$ cat src/hw/rtl/utf8t_pkg.sv
// Shared types, constants and lookup functions for the UTF-8 to UTF-16/32 transcoder.
// No dependencies; used by the decoder, the result queue and the top level.
package utf8t_pkg;

    localparam int unsigned OUT_DEPTH = 4;

    localparam logic [31:0] TILDE_UNIT  = 32'h0000_007E;
    localparam logic [31:0] BMP_MAX     = 32'h0000_FFFF;
    localparam logic [31:0] UNI_MAX     = 32'h0010_FFFF;
    localparam logic [31:0] SUPP_BASE   = 32'h0001_0000;
    localparam logic [31:0] SURR_HIGH   = 32'h0000_D800;
    localparam logic [31:0] SURR_LOW    = 32'h0000_DC00;

    localparam logic MODE_UTF16 = 1'b0;
    localparam logic MODE_UTF32 = 1'b1;

    typedef struct packed {
        logic [31:0] unit;
        logic        last;
        logic        done;
    } result_t;

    typedef struct packed {
        logic [1:0] count;
        result_t    r0;
        result_t    r1;
    } dec_out_t;

    // Number of trailing bytes announced by a lead byte.
    function automatic logic [2:0] trail_count(input logic [7:0] b);
        logic [2:0] t;
        if (b < 8'hC0)      t = 3'd0;
        else if (b < 8'hE0) t = 3'd1;
        else if (b < 8'hF0) t = 3'd2;
        else if (b < 8'hF8) t = 3'd3;
        else if (b < 8'hFC) t = 3'd4;
        else                t = 3'd5;
        return t;
    endfunction

    // Residue left by the marker bits of a sequence with the given trail count.
    function automatic logic [31:0] residue(input logic [2:0] len);
        logic [31:0] r;
        case (len)
            3'd1:    r = 32'h0000_3080;
            3'd2:    r = 32'h000E_2080;
            3'd3:    r = 32'h03C8_2080;
            3'd4:    r = 32'hFA08_2080;
            3'd5:    r = 32'h8208_2080;
            default: r = 32'h0000_0000;
        endcase
        return r;
    endfunction

endpackage

$ cat src/hw/rtl/utf8t_decode.sv
// Sequence decoder: accumulator state plus the single-pass decode of one registered byte.
// Depends on utf8t_pkg for the result types and lookup functions.
module utf8t_decode
    import utf8t_pkg::*;
(
    input  logic       aclk,
    input  logic       aresetn,
    input  logic       fire,
    input  logic [7:0] in_byte,
    input  logic       string_end,
    input  logic       output_mode,
    output dec_out_t   dec
);

    logic [31:0] acc_reg, acc_next;
    logic [2:0]  rem_reg, rem_next;
    logic [2:0]  len_reg, len_next;

    logic [2:0]  lead_t;
    logic [31:0] acc_step;
    logic [2:0]  rem_step;
    logic [31:0] cp;
    logic [31:0] cp_sub;
    logic        do_emit;
    logic        cut_short;

    always_comb begin
        lead_t   = trail_count(in_byte);
        acc_step = (rem_reg == 3'd0) ? {24'd0, in_byte}
                                     : {acc_reg[25:0], 6'd0} + {24'd0, in_byte};
        rem_step = (rem_reg == 3'd0) ? lead_t : rem_reg - 3'd1;
        len_next = (rem_reg == 3'd0) ? lead_t : len_reg;
        acc_next = acc_step;
        rem_next = rem_step;
        do_emit  = 1'b0;
        cut_short = 1'b0;
        cp       = acc_step - residue(len_next);

        if (rem_reg == 3'd0 && lead_t == 3'd0) begin
            // plain byte or lone continuation byte: pass through
            do_emit  = 1'b1;
            cp       = {24'd0, in_byte};
            acc_next = 32'd0;
            len_next = 3'd0;
        end else if (rem_step != 3'd0) begin
            if (string_end) begin
                // sequence cut short by the end of the string: replace it with a tilde that closes the string
                cut_short = 1'b1;
                acc_next  = 32'd0;
                rem_next  = 3'd0;
                len_next  = 3'd0;
            end
        end else begin
            do_emit  = 1'b1;
            acc_next = 32'd0;
            len_next = 3'd0;
        end
    end

    always_comb begin
        cp_sub    = cp - SUPP_BASE;
        dec.count = 2'd0;
        dec.r0    = '{unit: TILDE_UNIT, last: 1'b1, done: 1'b1};
        dec.r1    = '{unit: {22'd0, cp_sub[9:0]} + SURR_LOW, last: 1'b1, done: string_end};
        if (cut_short) begin
            dec.count = 2'd1;
        end else if (do_emit) begin
            dec.count = 2'd1;
            if (output_mode != MODE_UTF16 || cp <= BMP_MAX) begin
                dec.r0 = '{unit: cp, last: 1'b1, done: string_end};
            end else if (cp > UNI_MAX) begin
                dec.r0 = '{unit: TILDE_UNIT, last: 1'b1, done: string_end};
            end else begin
                dec.count = 2'd2;
                dec.r0    = '{unit: {22'd0, cp_sub[19:10]} + SURR_HIGH, last: 1'b0,
                              done: 1'b0};
            end
        end
    end

    always_ff @(posedge aclk) begin
        if (!aresetn) begin
            acc_reg <= 32'd0;
            rem_reg <= 3'd0;
            len_reg <= 3'd0;
        end else if (fire) begin
            acc_reg <= acc_next;
            rem_reg <= rem_next;
            len_reg <= len_next;
        end
    end

endmodule

$ cat src/hw/rtl/utf8t_out_fifo.sv
// Result queue: takes up to two results per cycle, presents one per cycle to the master side.
// Depends on utf8t_pkg for result_t.
module utf8t_out_fifo
    import utf8t_pkg::*;
#(
    parameter int unsigned DEPTH = OUT_DEPTH  // power of two, 2 or more
) (
    input  logic    aclk,
    input  logic    aresetn,
    input  logic    wr_en,
    input  logic [1:0] wr_count,
    input  result_t wr_r0,
    input  result_t wr_r1,
    output logic    room_for_two,
    output logic    rd_valid,
    input  logic    rd_ready,
    output result_t rd_data
);

    localparam int unsigned PW = $clog2(DEPTH);
    localparam int unsigned CW = $clog2(DEPTH + 1);

    result_t         mem [DEPTH];
    logic [PW-1:0]   wptr_reg, wptr_next;
    logic [PW-1:0]   rptr_reg, rptr_next;
    logic [CW-1:0]   cnt_reg, cnt_next;
    logic [CW-1:0]   n_wr;
    logic            pop;

    assign rd_valid     = (cnt_reg != '0);
    assign rd_data      = mem[rptr_reg];
    assign room_for_two = (cnt_reg <= CW'(DEPTH - 2));
    assign pop          = rd_valid && rd_ready;

    always_comb begin
        n_wr      = wr_en ? CW'(wr_count) : '0;
        wptr_next = wptr_reg + PW'(n_wr);
        rptr_next = rptr_reg + PW'(pop);
        cnt_next  = cnt_reg + n_wr - CW'(pop);
    end

    always_ff @(posedge aclk) begin
        if (wr_en && wr_count != 2'd0) begin
            mem[wptr_reg] <= wr_r0;
        end
        if (wr_en && wr_count == 2'd2) begin
            mem[wptr_reg + PW'(1)] <= wr_r1;
        end
    end

    always_ff @(posedge aclk) begin
        if (!aresetn) begin
            wptr_reg <= '0;
            rptr_reg <= '0;
            cnt_reg  <= '0;
        end else begin
            wptr_reg <= wptr_next;
            rptr_reg <= rptr_next;
            cnt_reg  <= cnt_next;
        end
    end

endmodule

$ cat src/hw/rtl/utf8_to_utf16_transcoder.sv
// UTF-8 to UTF-16 / UTF-32 transcoder, top level.
// Instantiates utf8t_decode and utf8t_out_fifo; uses utf8t_pkg.
//
// Usage:
//   The slave channel carries one UTF-8 byte per transfer in s_tdata, with s_tlast on
//   the last byte of a string. The master channel gives one result per transfer: a
//   UTF-16 unit (upper half zero) or a full 32-bit code point in m_tdata, m_tlast on
//   the last result caused by one input byte, and m_tuser[0] on the result that closes
//   the string. A byte in the middle of a sequence gives no result; a supplementary
//   code point in UTF-16 mode gives a surrogate pair.
//   The cfg channel writes output_mode (0: UTF-16 units, 1: 32-bit code points); write
//   it only while the block is idle. cfg_ready is always high.
// Timing:
//   A byte in the input register is decoded and its results written to the queue once the
//   queue has room for two results; m_tvalid follows the queue's count register. One byte
//   is taken every cycle while the queue has room for two; the master side drains one
//   result per cycle while m_tready is high, so a surrogate pair takes two transfers and
//   the queue (OUT_FIFO_DEPTH entries) back-pressures s_tready when it lacks that room.
// Reset and stalls:
//   aresetn (synchronous, active low) clears the sequence state, the queue and
//   output_mode. When the receiver stalls, results wait in the queue and the input
//   register holds its byte until the queue has room for two results.
module utf8_to_utf16_transcoder
    import utf8t_pkg::*;
#(
    parameter int unsigned OUT_FIFO_DEPTH = OUT_DEPTH
) (
    input  logic        aclk,
    input  logic        aresetn,

    input  logic        s_tvalid,
    output logic        s_tready,
    input  logic [7:0]  s_tdata,    // [7:0] in_byte
    input  logic        s_tlast,    // string_end

    output logic        m_tvalid,
    input  logic        m_tready,
    output logic [31:0] m_tdata,    // [31:0] code_unit
    output logic        m_tlast,    // run_last
    output logic [0:0]  m_tuser,    // [0] string_done

    input  logic        cfg_valid,
    output logic        cfg_ready,
    input  logic [0:0]  cfg_data    // [0] output_mode
);

    logic       in_valid_reg;
    logic [7:0] in_byte_reg;
    logic       in_last_reg;
    logic       mode_reg;
    logic       fire;
    logic       room_for_two;
    dec_out_t   dec;
    result_t    head;

    assign cfg_ready = 1'b1;
    assign fire      = in_valid_reg && room_for_two;
    assign s_tready  = !in_valid_reg || fire;

    always_ff @(posedge aclk) begin
        if (!aresetn) begin
            in_valid_reg <= 1'b0;
            mode_reg     <= 1'b0;
        end else begin
            if (s_tready) begin
                in_valid_reg <= s_tvalid;
            end
            if (cfg_valid) begin
                mode_reg <= cfg_data[0];
            end
        end
    end

    // hold the byte until the decoder takes it
    always_ff @(posedge aclk) begin
        if (s_tvalid && s_tready) begin
            in_byte_reg <= s_tdata;
            in_last_reg <= s_tlast;
        end
    end

    utf8t_decode u_decode (
        .aclk        (aclk),
        .aresetn     (aresetn),
        .fire        (fire),
        .in_byte     (in_byte_reg),
        .string_end  (in_last_reg),
        .output_mode (mode_reg),
        .dec         (dec)
    );

    utf8t_out_fifo #(
        .DEPTH (OUT_FIFO_DEPTH)
    ) u_out_fifo (
        .aclk         (aclk),
        .aresetn      (aresetn),
        .wr_en        (fire),
        .wr_count     (dec.count),
        .wr_r0        (dec.r0),
        .wr_r1        (dec.r1),
        .room_for_two (room_for_two),
        .rd_valid     (m_tvalid),
        .rd_ready     (m_tready),
        .rd_data      (head)
    );

    assign m_tdata    = head.unit;
    assign m_tlast    = head.last;
    assign m_tuser[0] = head.done;

endmodule
$ cat config.mk
export PLATFORM = sky130hd
export DESIGN_NAME = utf8_to_utf16_transcoder
export DESIGN_NICKNAME = d
export VERILOG_FILES = /design/src/hw/rtl/utf8t_pkg.sv /design/src/hw/rtl/utf8t_decode.sv /design/src/hw/rtl/utf8t_out_fifo.sv /design/src/hw/rtl/utf8_to_utf16_transcoder.sv
export SDC_FILE = /design/constraint.sdc
export NUM_CORES = 1
export LEC_CHECK = 0
export ABC_AREA = 1
export ABC_CLOCK_PERIOD_IN_PS = 9260
export BUFFER_PORTS_ARGS = -buffer_cell sky130_fd_sc_hd__buf_2
export CORE_ASPECT_RATIO = 1.2
export CORE_MARGIN = 2
export CORE_UTILIZATION = 65
export CTS_CLUSTER_SIZE = 20
export DETAILED_ROUTE_END_ITERATION = 10
export PLACE_DENSITY = 0.84
export SETUP_SLACK_MARGIN = 0.4
export SLEW_MARGIN = 20
export SYNTH_ARGS = -nofsm -noshare
export SYNTH_HDL_FRONTEND = slang
export SYNTH_HIERARCHICAL = 1
export SYNTH_SLANG_ARGS = --single-unit
$ cat constraint.sdc
create_clock -name aclk -period 9.26 [get_ports aclk]
set_clock_uncertainty 0.1 [all_clocks]
set_input_delay 1.852 -clock aclk [delete_from_list [all_inputs] [get_ports aclk]]
set_output_delay 1.852 -clock aclk [all_outputs]
set_load 0.02 [all_outputs]
==> run summary <==
Global-route total usage across every layer = 31.0%
Fill cell count = 1418
Via density = 5.97
Detailed placement HPWL = 19300 microns
Setup CP Type = reg -> reg
Die width = 127 microns
Achievable frequency = 138 MHz
Flip-flop count of the largest register after layout = 136
Antenna Diode Count = 0
Part of the power in the clock network = 24.6%
Routability Congestion = 1.00
Count of placed standard cells in the final layout, fillers left out = 1778
Min-Delay Path Class = reg -> reg
DRC viols = 0
Count of routing violations after the opening detailed-route iteration = 1226
Number of CTS-inserted buffers = 17
Gr ovfl total = 0
Critical path capture point type = flip-flop
Layout cell share with drive strength beyond 1 = 9.44%
Total length of routed wires = 29400 microns
Setup WS post-layout = 2.03 ns
Final-stage net count = 1586
Starting utilization of the core area = 66.7%
Hold buffer count at CTS = 0
Count of cell types in the netlist = 47
Clock transition time at the flip-flop clock pins of the worst setup and hold paths = 0.07 ns
Post-CTS Resized = 0
Max-slew headroom at the worst pin = 27.5%
Final period util = 78.1%
Switching share of power = 41.9%
Endpoints failing setup = 0
Maximum net fanout on the critical path = 69
Maximum buffer depth of the clock tree = 2
H-tree Lvls = 4
Power share of the sequential group = 32.2%
Critical-path cell with the highest stage delay = nand2_1
First-pass iteration count of the detailed router = 6
Final Hold Violating Endpoints = 0
Data arrival time at the worst-slack endpoint = 7.23 ns
Synthesized netlist cell count = 1547
Post-Place Setup Slack = 1.77 ns
Most frequent cell on the critical path = nand2_1
Root buffer cell = clkbuf_16
Via count = 10.6k
Initial antenna violation count = 0
Most frequent standard cell in the layout excluding fill and tap cells = nand2_1
Result of the run = finished, final reports clean
Worst VDD drop = 0.151 mV
Register area share after synthesis = 44.0%
Boundary Pins = 52
Required time at the endpoint of the critical path = 9.26 ns
Combinational Power Share = 43.2%
Via count of the first global-routing pass = 9979
Setup total negative slack = 0 ns
Final critical-path required period = 7.23 ns
Largest net degree at the start of global routing = 72
Layout Area Growth over Synthesis = 6.00%
Post-Place Cells = 1747
Leading cell types in the layout, fill and taps excluded = 382 x nand2_1, 180 x o21ai_0, 176 x nor2_1
Number of nets still failing antenna checks after routing = 0
Standard-cell row count = 53
Number of warnings issued by yosys = 6
# port buffers = 50
Slowest stage delay, CP = 0.67 ns
Core Region = 17600 sq um
Total clock sinks = 186
Max-slew violations = 0
Wire length of the first global-routing pass = 47500 microns
Total power divided by cell area = 245 nW/um^2
Unrepaired setup endpoints after global routing = false
Post-CTS setup-driven buffer insertion count = 0
Cell-internal power = 1780 uW
Height of the chip = 151 microns
Count of max-cap constraint violations = 0
Leakage power figure = 0.00523 uW
Full die area = 19200 sq um
Netlist area before placement = 11800 sq um
Mean post-synth cell area = 7.60 sq um
Yosys reg bits = 186
Drt wl/cell = 16.5 microns
CTS tree = yes
Slew at the pin closest to its max-slew limit = 1.08 ns
Crit start category = flip-flop
Sw power = 1280 uW
Later-pin clock latency in the skew report = 0.44 ns
[Yosys cell counts, drive strengths merged]
library cell | number | area (sq um)
nand2 | 397 | 1540
o21ai | 224 | 1180
nor2 | 186 | 752
inv | 152 | 571
edfxtp | 145 | 4350
nand3 | 97 | 546
a21oi | 64 | 328
buf | 55 | 417
clkbuf | 46 | 175
dfxtp | 41 | 821
o22ai | 34 | 213
nand4 | 27 | 169
ha | 23 | 288
nor3 | 10 | 50.1
a21boi | 7 | 52.6
xor2 | 6 | 52.6
nand3b | 5 | 37.5
a21o | 3 | 22.5
a22oi | 3 | 22.5
conb | 3 | 11.3
nor4 | 3 | 18.8
or2 | 3 | 18.8
xnor2 | 3 | 26.3
fa | 2 | 40.0
o21bai | 2 | 18.8
a211oi | 1 | 7.51
clkinv | 1 | 3.75
o211ai | 1 | 7.51
o21a | 1 | 7.51
o221a | 1 | 11.3
o31ai | 1 | 7.51
[worst max-delay path, delay by kind of cell, from the launching register on]
family | cells | cell delay [ns]
buffers and inverters | 5 | 1.26
AO/OA/AOI/OAI | 3 | 0.65
flip-flops | 1 | 0.36
adder cells (fa/ha/maj) | 4 | 0.83
AND/OR/NAND/NOR | 19 | 3.61
[per-layer routing]
layer | track usage, % | vias up | share of wire, %
met4 | 10.4 | 0 | 2.6
met5 | 0 | - | 0
met2 | 55.6 | 486 | 51
met3 | 5.76 | 76 | 7.0
met1 | 37.7 | 4914 | 40
li1 | - | 5133 | -
[final timing paths]
check                           start                    end  slack, ns  depth (start not counted)
hold / removal    u_decode/len_reg[2]    u_decode/len_reg[2]       0.37                          2
setup reg to reg  u_decode/rem_reg[0]  u_out_fifo/mem[1][20]       2.03                         31
setup / recovery  u_decode/rem_reg[0]  u_out_fifo/mem[1][20]       2.03                         31
hold reg to reg   u_decode/len_reg[2]    u_decode/len_reg[2]       0.37                          2
[final cells by class]
type / count / area [sq um] / area share, %
Sequential cell: 186 / 5180 / 41.5
Clock buffer: 19 / 433 / 3.47
Inverter: 153 / 574 / 4.61
Multi-Input combinational cell: 1128 / 5520 / 44.3
Tap cell: 220 / 275 / 2.21
Clock inverter: 12 / 164 / 1.31
Timing Repair Buffer: 60 / 325 / 2.61
[logic make-up after synthesis]
logic type,count (synthesis),share of synthesized area [%]
compound gates,342,15.9
xor+xnor,9,0.670
fa+ha+maj,25,2.79
buf+inv,254,9.91
flops,186,44.0
other cells,3,0.0957
simple gates,728,26.6
[through the flow]
step                      total power, uW  cell area [sq um]  hold WS [ns]  util, %
after global routing                 3250              12500         0.381     70.7
final                                3060              12500         0.365     70.7
after detailed placement             2280              11900         0.355     67.3
after floorplan                      1980              11800         0.342        -
after global placement               2250              11900         0.349     67.2
after CTS                            3040              12500         0.365     70.7
[power groups by stage]
stage	Clock, uW	Combinational (uW)	Sequential [uW]
final	752	1320	987
after global placement	0	1250	1000
after floorplan	0	982	995
after CTS	756	1300	986
after global routing	790	1470	990
after detailed placement	0	1280	1000
No activity file was read; power rests on OpenSTA's default activity.
